**config.mk**
```make
export PLATFORM = sky130hd
export DESIGN_NAME = unsigned_divider_with_reciprocal
export DESIGN_NICKNAME = d
export VERILOG_FILES = /design/src/hw/rtl/udr_pkg.sv /design/src/hw/rtl/unsigned_divider_with_reciprocal.sv /design/src/hw/rtl/udr_ctrl.sv /design/src/hw/rtl/udr_datapath.sv
export SDC_FILE = /design/constraint.sdc
export NUM_CORES = 1
export LEC_CHECK = 0
export ABC_AREA = 1
export ABC_CLOCK_PERIOD_IN_PS = 5100
export BUFFER_PORTS_ARGS = -buffer_cell sky130_fd_sc_hd__clkbuf_2
export CAP_MARGIN = 20
export CORE_MARGIN = 3
export CORE_UTILIZATION = 45
export DETAILED_ROUTE_END_ITERATION = 8
export GPL_TIMING_DRIVEN = 0
export HOLD_SLACK_MARGIN = 0.06
export PLACE_DENSITY_LB_ADDON = 0.05
export SLEW_MARGIN = 25
export SYNTH_ARGS = -nofsm -noshare
export SYNTH_HDL_FRONTEND = slang
export SYNTH_SLANG_ARGS = --single-unit
```
**constraint.sdc**
```tcl
create_clock -name clk_i -period 5.1 [get_ports clk_i]
set_input_delay 0.765 -clock clk_i [delete_from_list [all_inputs] [get_ports clk_i]]
set_output_delay 0.765 -clock clk_i [all_outputs]
set_load 0.005 [all_outputs]
```
**src/hw/rtl/udr_pkg.sv**
```systemverilog
// ----------------------------------------------------------------------------
// udr_pkg
// Types and constants shared by the divider controller and datapath.
// ----------------------------------------------------------------------------
package udr_pkg;

  localparam int unsigned DataWidthDefault = 32;

  typedef enum logic [1:0] {
    OP_QUOTIENT   = 2'd0,
    OP_REMAINDER  = 2'd1,
    OP_RECIPROCAL = 2'd2,
    OP_UNUSED     = 2'd3
  } op_e;

  typedef enum logic [3:0] {
    ST_IDLE   = 4'b0001,
    ST_ALIGN  = 4'b0010,
    ST_DIVIDE = 4'b0100,
    ST_FINISH = 4'b1000
  } state_e;

  typedef struct packed {
    logic load;
    logic align_step;
    logic div_step;
    logic write_out;
  } cmd_t;

  typedef struct packed {
    logic early_exit;
    logic align_last;
    logic div_last;
  } sts_t;

endpackage

```
**src/hw/rtl/unsigned_divider_with_reciprocal.sv**
```systemverilog
// ----------------------------------------------------------------------------
// unsigned_divider_with_reciprocal
// Unsigned divider giving quotient, remainder or all-ones reciprocal.
// ----------------------------------------------------------------------------
// An item carries an operation code, a dividend and a divisor; the block
// returns one result item holding the quotient, the remainder, or the
// reciprocal (the all-ones word divided by the divisor), and keeps nothing
// between items. Division is restoring shift-subtract: after the item is
// taken, the divisor is aligned under the dividend in log2(DATA_WIDTH) coarse
// steps (16, 8, 4, 2 and 1 bits at the default width), then one quotient bit
// is resolved per cycle, for k+1 bit positions where k is the alignment shift,
// and the value then moves into the output register once that register is free.
// When the divisor is zero or exceeds the dividend (the all-ones word for a
// reciprocal), alignment and division are skipped: the quotient or
// reciprocal is 0 and the remainder is the dividend. Operation code 3 gives
// 0. One item is worked on at a time; the next item may be taken while the
// previous result still waits in the output register.
// ----------------------------------------------------------------------------
module unsigned_divider_with_reciprocal #(
  parameter int unsigned DATA_WIDTH = udr_pkg::DataWidthDefault
) (
  input  logic                  clk_i,
  input  logic                  rst_ni,
  input  logic                  in_valid_i,
  output logic                  in_ready_o,
  input  logic [1:0]            op_i,
  input  logic [DATA_WIDTH-1:0] dividend_i,
  input  logic [DATA_WIDTH-1:0] divisor_i,
  output logic                  out_valid_o,
  input  logic                  out_ready_i,
  output logic [DATA_WIDTH-1:0] result_o
);
  import udr_pkg::*;

  // Commands run from the sequencer to the datapath, status comes back.
  cmd_t cmd;
  sts_t sts;

  udr_ctrl u_ctrl (
    .clk_i       (clk_i),
    .rst_ni      (rst_ni),
    .in_valid_i  (in_valid_i),
    .in_ready_o  (in_ready_o),
    .out_valid_o (out_valid_o),
    .out_ready_i (out_ready_i),
    .sts_i       (sts),
    .cmd_o       (cmd)
  );

  udr_datapath #(
    .DATA_WIDTH (DATA_WIDTH)
  ) u_datapath (
    .clk_i      (clk_i),
    .rst_ni     (rst_ni),
    .cmd_i      (cmd),
    .sts_o      (sts),
    .op_i       (op_i),
    .dividend_i (dividend_i),
    .divisor_i  (divisor_i),
    .result_o   (result_o)
  );

endmodule

```
**src/hw/rtl/udr_ctrl.sv**
```systemverilog
// ----------------------------------------------------------------------------
// udr_ctrl
// Sequencer of the divider: load, coarse alignment, one quotient bit per
// cycle, then hand-off to the output register.
// ----------------------------------------------------------------------------
module udr_ctrl (
  input  logic          clk_i,
  input  logic          rst_ni,
  input  logic          in_valid_i,
  output logic          in_ready_o,
  output logic          out_valid_o,
  input  logic          out_ready_i,
  input  udr_pkg::sts_t sts_i,
  output udr_pkg::cmd_t cmd_o
);
  import udr_pkg::*;

  state_e state_q, state_d;
  logic   out_valid_q, out_valid_d;
  logic   out_free;

  assign out_free = !out_valid_q || out_ready_i;

  always_comb begin
    state_d = state_q;
    cmd_o   = '0;
    unique case (state_q)
      ST_IDLE: begin
        if (in_valid_i) begin
          cmd_o.load = 1'b1;
          state_d    = ST_ALIGN;
        end
      end
      ST_ALIGN: begin
        // Divisor zero or above the dividend: the loaded values are the answer.
        if (sts_i.early_exit) begin
          state_d = ST_FINISH;
        end else begin
          cmd_o.align_step = 1'b1;
          if (sts_i.align_last) begin
            state_d = ST_DIVIDE;
          end
        end
      end
      ST_DIVIDE: begin
        cmd_o.div_step = 1'b1;
        if (sts_i.div_last) begin
          state_d = ST_FINISH;
        end
      end
      ST_FINISH: begin
        if (out_free) begin
          cmd_o.write_out = 1'b1;
          state_d         = ST_IDLE;
        end
      end
      default: begin
        state_d = ST_IDLE;
      end
    endcase
  end

  always_comb begin
    out_valid_d = out_valid_q;
    if (cmd_o.write_out) begin
      out_valid_d = 1'b1;
    end else if (out_ready_i) begin
      out_valid_d = 1'b0;
    end
  end

  always_ff @(posedge clk_i or negedge rst_ni) begin
    if (!rst_ni) begin
      state_q     <= ST_IDLE;
      out_valid_q <= 1'b0;
    end else begin
      state_q     <= state_d;
      out_valid_q <= out_valid_d;
    end
  end

  assign in_ready_o  = (state_q == ST_IDLE);
  assign out_valid_o = out_valid_q;

endmodule

```
**src/hw/rtl/udr_datapath.sv**
```systemverilog
// ----------------------------------------------------------------------------
// udr_datapath
// Operand registers, coarse divisor alignment and the restoring
// shift-subtract step, plus the output result register.
// ----------------------------------------------------------------------------
module udr_datapath #(
  parameter int unsigned DATA_WIDTH = udr_pkg::DataWidthDefault
) (
  input  logic                  clk_i,
  input  logic                  rst_ni,
  input  udr_pkg::cmd_t         cmd_i,
  output udr_pkg::sts_t         sts_o,
  input  logic [1:0]            op_i,
  input  logic [DATA_WIDTH-1:0] dividend_i,
  input  logic [DATA_WIDTH-1:0] divisor_i,
  output logic [DATA_WIDTH-1:0] result_o
);
  import udr_pkg::*;

  localparam int unsigned CntW   = $clog2(DATA_WIDTH);
  localparam int unsigned Stages = CntW;
  localparam int unsigned StageW = (Stages > 1) ? $clog2(Stages) : 1;

  op_e                   op_q;
  logic [DATA_WIDTH-1:0] rem_q, rem_d;
  logic [DATA_WIDTH-1:0] quo_q, quo_d;
  logic [DATA_WIDTH-1:0] dsh_q, dsh_d;
  logic [DATA_WIDTH-1:0] res_q;
  logic [CntW-1:0]       cnt_q, cnt_d;
  logic [StageW-1:0]     stage_q, stage_d;

  logic [CntW-1:0]         step_amt;
  logic [2*DATA_WIDTH-1:0] dsh_wide;
  logic                    step_fits;
  logic                    sub_ok;
  logic [DATA_WIDTH-1:0]   res_sel;

  // Alignment step sizes run from half the width down to one bit.
  assign step_amt  = CntW'(1) << stage_q;
  assign dsh_wide  = {{DATA_WIDTH{1'b0}}, dsh_q} << step_amt;
  assign step_fits = (dsh_wide[2*DATA_WIDTH-1:DATA_WIDTH] == '0) &&
                     (dsh_wide[DATA_WIDTH-1:0] <= rem_q);
  assign sub_ok    = (rem_q >= dsh_q);

  always_comb begin
    rem_d   = rem_q;
    quo_d   = quo_q;
    dsh_d   = dsh_q;
    cnt_d   = cnt_q;
    stage_d = stage_q;
    if (cmd_i.load) begin
      // The reciprocal divides the all-ones word.
      rem_d   = (op_e'(op_i) == OP_RECIPROCAL) ? {DATA_WIDTH{1'b1}} : dividend_i;
      quo_d   = '0;
      dsh_d   = divisor_i;
      cnt_d   = '0;
      stage_d = StageW'(Stages - 1);
    end else if (cmd_i.align_step) begin
      if (step_fits) begin
        dsh_d = dsh_wide[DATA_WIDTH-1:0];
        cnt_d = cnt_q + step_amt;
      end
      stage_d = stage_q - StageW'(1);
    end else if (cmd_i.div_step) begin
      if (sub_ok) begin
        rem_d = rem_q - dsh_q;
      end
      quo_d = {quo_q[DATA_WIDTH-2:0], sub_ok};
      dsh_d = dsh_q >> 1;
      cnt_d = cnt_q - CntW'(1);
    end
  end

  always_comb begin
    case (op_q)
      OP_QUOTIENT:   res_sel = quo_q;
      OP_REMAINDER:  res_sel = rem_q;
      OP_RECIPROCAL: res_sel = quo_q;
      default:       res_sel = '0;
    endcase
  end

  always_ff @(posedge clk_i or negedge rst_ni) begin
    if (!rst_ni) begin
      stage_q <= '0;
      cnt_q   <= '0;
    end else begin
      stage_q <= stage_d;
      cnt_q   <= cnt_d;
    end
  end

  always_ff @(posedge clk_i) begin
    rem_q <= rem_d;
    quo_q <= quo_d;
    dsh_q <= dsh_d;
    if (cmd_i.load) begin
      op_q <= op_e'(op_i);
    end
    if (cmd_i.write_out) begin
      res_q <= res_sel;
    end
  end

  assign sts_o.early_exit = (dsh_q == '0) || (rem_q < dsh_q);
  assign sts_o.align_last = (stage_q == '0);
  assign sts_o.div_last   = (cnt_q == '0);
  assign result_o         = res_q;

endmodule

```
==> flow_summary_export.csv, run 1 <==
group,metric,value,unit
timing,hold_viol,0,
timing,finalSetupViolCount,0,
clock_network,cts_tree,"yes",
placed_design,gp_routability_congestion,0.987,
finish,drive_above_1_share,0.114,
clock_network,clk_path_buf_depth,2,
power,clkPwrFrac,0.123,
finish,fin_area,0.0124,mm2
worst_setup_path,reg2reg_to,"u_datapath.dsh_q[0]",
die,die_x,161,um
global_route,gr-total-overflow,0,
worst_setup_path,arrival,4870,ps
power,power.switching,5.48,mW
drt,drtIter0Drc,1172,
global_route,grt_pass1_wl,62500,um
finish,syn2layout_area_growth,14.5,%
synthesis,synth-seq-cells,143,
timing,rsz0062_at_grt,"false",
drt,drt-vias-per-instance,5.70,
power,p_int,4.71,mW
synthesis,yosys_warnings,0,
die,ios,104,
placed_design,dp_hpwl,34000,um
drt,wl_per_cell,21.7,um
power,leakagePower,5.64,nW
timing,relSlewSlack,0.379,
power,total_power,10.2,mW
timing,fin_crit_sh,0.937,
finish,post-route-util,0.525,
die,die_h,161,um
finish,finalNetCount,1769,
clock_network,cts_buffers,17,
global_route,grt_pass1_vias,10400,
power,pwr-share-seq,0.214,
die,rows,56,
worst_hold_path,hp-class,"input pin to async pin",
timing,fin_skew,14.5,ps
timing,clock.fmax,209,MHz
drt,vias,11100,
worst_setup_path,crit_fanout,37,
drt,route.detailed.drc,0,
clock_network,cts_htree_levels,4,
clock_network,cts_sinks,143,
die,coreArea,0.0235,mm2
placed_design,postPlaceCellArea,0.0118,mm2
worst_setup_path,cpMostUsedCell,"nand2_1",
worst_setup_path,required,5200,ps
synthesis,synth-edff-count,98,
worst_setup_path,cp_top_family,"simple AND/OR/NAND/NOR gates",
synthesis,synth_area_per_cell,7.19,um2
power,power_frac_comb,0.662,
clock_network,cts_setup_buffers,0,
placed_design,port_buffers,103,
drt,first_pass_iters,6,
clock_network,clk_pin_slew,70,ps
run,cap_violations,0,
synthesis,synth_cells,1500,
worst_setup_path,worstReg2RegStart,"u_datapath.stage_q[0]",
worst_setup_path,critical_path.cell_chain,"inv_1, ha_1, buf_2, inv_1, nor2_4, nand2_1, nand3_1, o21ai_0, nand2_1, nor2_1, a31oi_1, o21ai_0, ha_1, nand2_1, nor2_1, nand2_1, nor4_1, nand2_1, nand2_1, nand4_1, nor2_1, nand2_2, nand2_8",
clock_network,clk_latency,430,ps
worst_setup_path,critPathMaxStageDelay,400,ps
timing,final.setup.tns,0,ps
power,p_sw_frac,0.538,
outcome,status,"finished, final reports clean",
power,power_density,825,mW/mm2
global_route,antenna_found_initial,0,
finish,antenna_cells,0,
worst_setup_path,cp-start-kind,"register",
drt,detail-route-antenna-nets,0,
synthesis,synthArstFlopShare,0.0909,
die,start_util,0.458,
worst_setup_path,r2r_slack,320,ps
worst_setup_path,path_class,"register to register",
synthesis,synth_nets,1645,
worst_setup_path,rr_worst_depth,23,
synthesis,synth_area,0.0108,mm2
synthesis,ys_top_cells_by_area,"edfxtp_1 (27%), nand2_1 (11%), nand3_1 (8.5%)",
worst_setup_path,crit_path_end_kind,"register",
synthesis,yosysSeqAreaShare,0.362,
synthesis,synth_top_area_cell,"edfxtp_1",
timing,finalCriticalPeriod,4780,ps
synthesis,ys_types,44,
clock_network,cts_hold_buf,0,
die,die-area,0.0259,mm2
synthesis,synth_ff_type,"edfxtp_1",
global_route,grt_use_total,0.321,
drt,wl,42400,um
power,ir_drop,0.396,mV
clock_network,root_buffer,"clkbuf_16",
timing,tightest_slew,928,ps
timing,slew_viol_final,0,
global_route,grt_max_degree,38,
worst_setup_path,worst-path-buf-inv,3,
worst_setup_path,critPathSlowestCell,"dfrtp_1",
synthesis,synth_top_area_share,0.273,
## cells by family after synthesis
family,after synthesis,share of synthesized area
simple gates,683,0.274
fa+ha+maj,75,0.0884
xor+xnor,8,0.00649
flops,143,0.362
buf+inv,253,0.0927
compound gates,338,0.176
## power by group through the flow
stage	registers [mW]	clock network [mW]	logic, mW
after floorplan	2.13	0	4.54
after global placement	2.19	0	6.45
after detailed placement	2.20	0	6.52
after CTS	2.17	1.26	6.57
after global routing	2.22	1.31	7.47
final	2.18	1.26	6.74
## routing by layer
layer | GRT usage | vias to the layer above | wire [um] | part of all wire
met1 | 0.450 | 5127 | 18700 | 0.44
met5 | 0 | - | 0 | 0
met4 | 0.137 | 0 | 1990 | 0.047
met3 | 0.0542 | 81 | 3380 | 0.080
met2 | 0.492 | 530 | 18300 | 0.43
li1 | - | 5405 | - | -
## cells in the final DEF, fill, tap and decap left out, types with 3 or more instances in the layout
master | netlist | layout
a21boi_0 | 3 | 3
a21o_1 | 5 | 5
a21oi_1 | 99 | 99
a22oi_1 | 17 | 17
a31oi_1 | 20 | 20
and2_1 | 4 | 4
buf_2 | 20 | 20
buf_4 | 6 | 6
clkbuf_1 | 39 | 39
clkbuf_16 | 0 | 17
clkbuf_2 | 0 | 104
dfrtp_1 | 12 | 12
dfxtp_1 | 32 | 32
edfxtp_1 | 98 | 98
ha_1 | 73 | 73
inv_1 | 181 | 181
inv_2 | 5 | 5
inv_6 | 0 | 5
inv_8 | 0 | 4
nand2_1 | 326 | 325
nand3_1 | 184 | 184
nand4_1 | 18 | 18
nor2_1 | 105 | 104
nor3_1 | 23 | 23
nor4_1 | 6 | 6
o211ai_1 | 14 | 14
o21a_1 | 6 | 6
o21ai_0 | 120 | 119
o21ai_1 | 12 | 13
o21bai_1 | 3 | 3
o221ai_1 | 3 | 3
o22ai_1 | 33 | 33
or2_2 | 7 | 7
xnor2_1 | 4 | 4
xor2_1 | 4 | 4
## state kept, by name, indices dropped and copies added, names as in the netlist
register             count
u_datapath.rem_q        32
u_datapath.dsh_q        32
u_datapath.op_q          2
u_datapath.result_o     32
u_datapath.quo_q        32
u_ctrl.state_q           4
u_datapath.stage_q       3
u_ctrl.out_valid_o       1
u_datapath.cnt_q         5
## per-stage QoR
| stage | hold slack, ps | setup WS (ps) | cells |
|---|---|---|---|
| after detailed placement | 458 | 81.2 | 1924 |
| final | 263 | 322 | 1956 |
| after global placement | 453 | 93.5 | 1922 |
| after floorplan | 442 | 1410 | 1500 |
| after global routing | 261 | 10.5 | 1956 |
| after CTS | 259 | 26.1 | 1956 |
## worst max path at each step
stage | cells past startpoint | slack (ps) | end | start
after floorplan | 23 | 1410 | u_datapath.dsh_q[0] | u_datapath.stage_q[0]
after global placement | 23 | 90 | u_datapath.dsh_q[7] | u_datapath.stage_q[0]
after detailed placement | 23 | 80 | u_datapath.dsh_q[6] | u_datapath.stage_q[0]
after CTS | 23 | 30 | u_datapath.dsh_q[8] | u_datapath.stage_q[0]
after global routing | 23 | 10 | u_datapath.dsh_q[0] | u_datapath.stage_q[0]
final | 23 | 320 | u_datapath.dsh_q[0] | u_datapath.stage_q[0]
## cell usage after synthesis (5+ instances only)
cell type / instances
o22ai_1: 33
a21o_1: 5
o21ai_1: 12
o21a_1: 6
nand2_1: 326
or2_2: 7
o21ai_0: 120
dfxtp_1: 32
nand4_1: 18
buf_4: 6
inv_1: 181
nor4_1: 6
buf_2: 20
ha_1: 73
a21oi_1: 99
nor2_1: 105
a31oi_1: 20
inv_2: 5
clkbuf_1: 39
dfrtp_1: 12
o211ai_1: 14
edfxtp_1: 98
a22oi_1: 17
nor3_1: 23
nand3_1: 184
## timing repair
item,CTS,global route
resized for setup,0,4
endpoints found under the setup margin,0,37
endpoints found under the hold margin,0,0
## cell type report
class	count	area, um2
Buffer	66	297
Tap cell	319	399
Clock buffer	18	439
Inverter	187	704
Clock inverter	14	136
Multi-Input combinational cell	1104	5900
Timing Repair Buffer	105	563
Fill cell	2416	11200
Sequential cell	143	3910
Note: power is estimated with default switching activity, not from simulation.
==> run 2: changes to the inputs <==
--- a/config.mk
+++ b/config.mk
@@ -5,7 +5,7 @@
 export SDC_FILE = /design/constraint.sdc
 export NUM_CORES = 1
 export LEC_CHECK = 0
-export ABC_AREA = 1
+export ABC_AREA = 0
 export ABC_CLOCK_PERIOD_IN_PS = 5100
 export BUFFER_PORTS_ARGS = -buffer_cell sky130_fd_sc_hd__clkbuf_2
 export CAP_MARGIN = 20
@@ -15,6 +15,7 @@
 export GPL_TIMING_DRIVEN = 0
 export HOLD_SLACK_MARGIN = 0.06
 export PLACE_DENSITY_LB_ADDON = 0.05
+export REMOVE_ABC_BUFFERS = 1
 export SLEW_MARGIN = 25
 export SYNTH_ARGS = -nofsm -noshare
 export SYNTH_HDL_FRONTEND = slang
==> run 2 against run 1 <==
  * Die area grew 0.52%
  * Register-to-register slack lost 50 ps
  * Setup slack lost 52 ps
  * Maximum frequency shrank 1.1%
  * Worst hold slack lost 44 ps
  * Non-clock buffer count shrank 42
  * Largest cell class unchanged
  * Largest power group unchanged
==> flow_summary_export.csv, run 2 <==
group,metric,value,unit
finish,antenna_cells,0,
finish,fin_area,0.0127,mm2
synthesis,synthArstFlopShare,0.0909,
finish,finalNetCount,1453,
synthesis,synth_top_area_cell,"edfxtp_1",
worst_setup_path,cpMostUsedCell,"a21oi_2",
placed_design,postPlaceCellArea,0.0118,mm2
finish,most-common-layout-cells,"nand2_1 (168), inv_1 (109), a21oi_1 (109)",
finish,layout_commonest_cell,"nand2_1",
die,die_x,161,um
worst_setup_path,path_class,"register to register",
synthesis,yosys_warnings,0,
global_route,grt_use_total,0.259,
timing,fin_crit_sh,0.947,
synthesis,synth_ff_type,"edfxtp_1",
timing,clock.fmax,207,MHz
placed_design,dp_slack,-1200,ps
drt,detail-route-antenna-nets,0,
clock_network,clk_latency,440,ps
synthesis,synth_top_area_share,0.271,
global_route,antenna_found_initial,1,
drt,wl,33500,um
power,leakagePower,5.46,nW
placed_design,gp_routability_congestion,0.903,
placed_design,dp_hpwl,25000,um
die,die-area,0.0260,mm2
die,rows,56,
worst_setup_path,arrival,5150,ps
timing,hold_viol,0,
timing,finalSetupViolCount,0,
die,ios,104,
worst_setup_path,cp-start-kind,"register",
power,total_power,9.15,mW
worst_setup_path,crit_fanout,14,
placed_design,port_buffers,103,
drt,first_pass_iters,8,
global_route,gr-total-overflow,0,
die,die_h,161,um
clock_network,cts_buffers,17,
synthesis,ys_top_cells_by_area,"edfxtp_1 (27%), ha_1 (8.4%), nand2_1 (5.9%)",
power,power_density,719,mW/mm2
timing,rsz0062_at_grt,"false",
worst_setup_path,critPathMaxStageDelay,560,ps
timing,finalCriticalPeriod,4830,ps
run,cap_violations,0,
clock_network,cts_tree,"yes",
synthesis,yosysSeqAreaShare,0.361,
drt,wl_per_cell,20.4,um
worst_setup_path,critPathSlowestCell,"mux4_2",
synthesis,synth_cells,1234,
drt,vias,9667,
finish,syn2layout_area_growth,17.4,%
power,ir_drop,0.403,mV
worst_setup_path,required,5420,ps
clock_network,root_buffer,"clkbuf_16",
synthesis,synth-seq-cells,143,
timing,tightest_slew,830,ps
clock_network,cts_sinks,143,
worst_setup_path,critical_path.cell_chain,"inv_1, ha_4, nand2b_4, buf_12, mux2i_1, mux4_2, o22a_1, a21oi_2, ha_1, nand4_1, nor2_1, a211o_1, a21oi_1, nand2_1, a21oi_2, o22ai_1, nor4_4, nor3_4, buf_4, mux2_4",
drt,route.detailed.drc,0,
global_route,grt_pass1_wl,52500,um
synthesis,synth_top_cells_by_count,"nand2_1 (171), a21oi_1 (115), inv_1 (112)",
timing,final.setup.tns,0,ps
die,start_util,0.459,
synthesis,yosysMostFrequentCell,"nand2_1",
synthesis,synth_area_per_cell,8.79,um2
finish,drive_above_1_share,0.183,
drt,drtIter0Drc,853,
synthesis,synth_area,0.0108,mm2
timing,setup_slack,270,ps
worst_hold_path,hp-class,"input pin to async pin",
clock_network,clk_pin_slew,80,ps
timing,fin_skew,15.7,ps
drt,drt-vias-per-instance,5.89,
worst_setup_path,crit_path_end_kind,"register",
clock_network,clk_path_buf_depth,2,
synthesis,ys_types,70,
synthesis,synth-edff-count,98,
die,coreArea,0.0236,mm2
outcome,status,"finished, final reports clean",
global_route,grt_max_degree,58,
timing,slew_viol_final,0,
timing,relSlewSlack,0.444,
global_route,grt_pass1_vias,9184,
clock_network,cts_htree_levels,4,
finish,fillers,2235,
==> run 2: final cells by class <==
class / count / area (um2) / share of cell area
multi-input cells: 905 / 6450 / 0.506
well taps: 319 / 399 / 0.0313
inverters: 112 / 430 / 0.0338
repair buffers: 129 / 936 / 0.0735
flip-flops and latches: 143 / 3910 / 0.307
clock inverters: 15 / 186 / 0.0146
clock buffers: 17 / 425 / 0.0334
==> run 2: layer usage <==
| layer | GRT usage | up-vias | wire [um] |
|---|---|---|---|
| li1 | - | 4649 | - |
| met1 | 0.367 | 4670 | 15200 |
| met2 | 0.420 | 306 | 15800 |
| met3 | 0.0408 | 40 | 1970 |
| met4 | 0.0575 | 2 | 513 |
| met5 | 0 | - | 11 |
==> run 2: cells by family after synthesis <==
group           count (synthesis)  share of synthesized area
mux                            71                     0.0951
simple gates                  396                      0.172
fa+ha+maj                      75                     0.0879
compound gates                332                      0.192
xor+xnor                       30                     0.0242
flops                         143                      0.361
buf+inv                       187                     0.0675
==> run 2: worst max-delay path, delay by kind of cell (launching register included) <==
family                     cells  cell delay, ps
adders and majority gates      2             490
and+or+nand+nor                6             820
AOI/OAI and AO/OA              6            1390
DFF                            1             450
muxes                          3            1040
buffers and inverters          3             500
==> run 2: worst paths after layout <==
path / slack [ps] / cells past startpoint / startpoint / end
setup / recovery: 270 / 20 / u_datapath.stage_q[0] / u_datapath.cnt_q[1]
hold / removal: 220 / 1 / rst_ni / u_datapath.stage_q[2]
setup reg to reg: 270 / 20 / u_datapath.stage_q[0] / u_datapath.cnt_q[1]
hold reg to reg: 450 / 2 / u_datapath.quo_q[31] / u_datapath.quo_q[31]
max in group asynchronous: 4570 / 1 / rst_ni / u_ctrl.state_q[0]
min in group clk_i: 450 / 2 / u_datapath.quo_q[31] / u_datapath.quo_q[31]
==> run 2: where the power goes <==
part	switching [mW]	internal, mW	leakage, nW
Sequential	0.469	1.79	1.34
Combinational	3.25	2.33	3.83
Clock	0.635	0.668	0.297
==> run 2: through the flow <==
step	utilization	hold slack (ps)	std cells
finish	0.539	219	1640
CTS	0.533	219	1632
global placement	0.485	438	1581
floorplan	-	432	1159
detailed placement	0.501	447	1597
global route	0.539	235	1640
==> run 2: timing repair <==
item,CTS,global route
cloned,1,0
gates resized for setup,26,19
hold buffers,0,0
pin swaps,0,4
setup endpoints to repair,37,35
buffers inserted,2,8
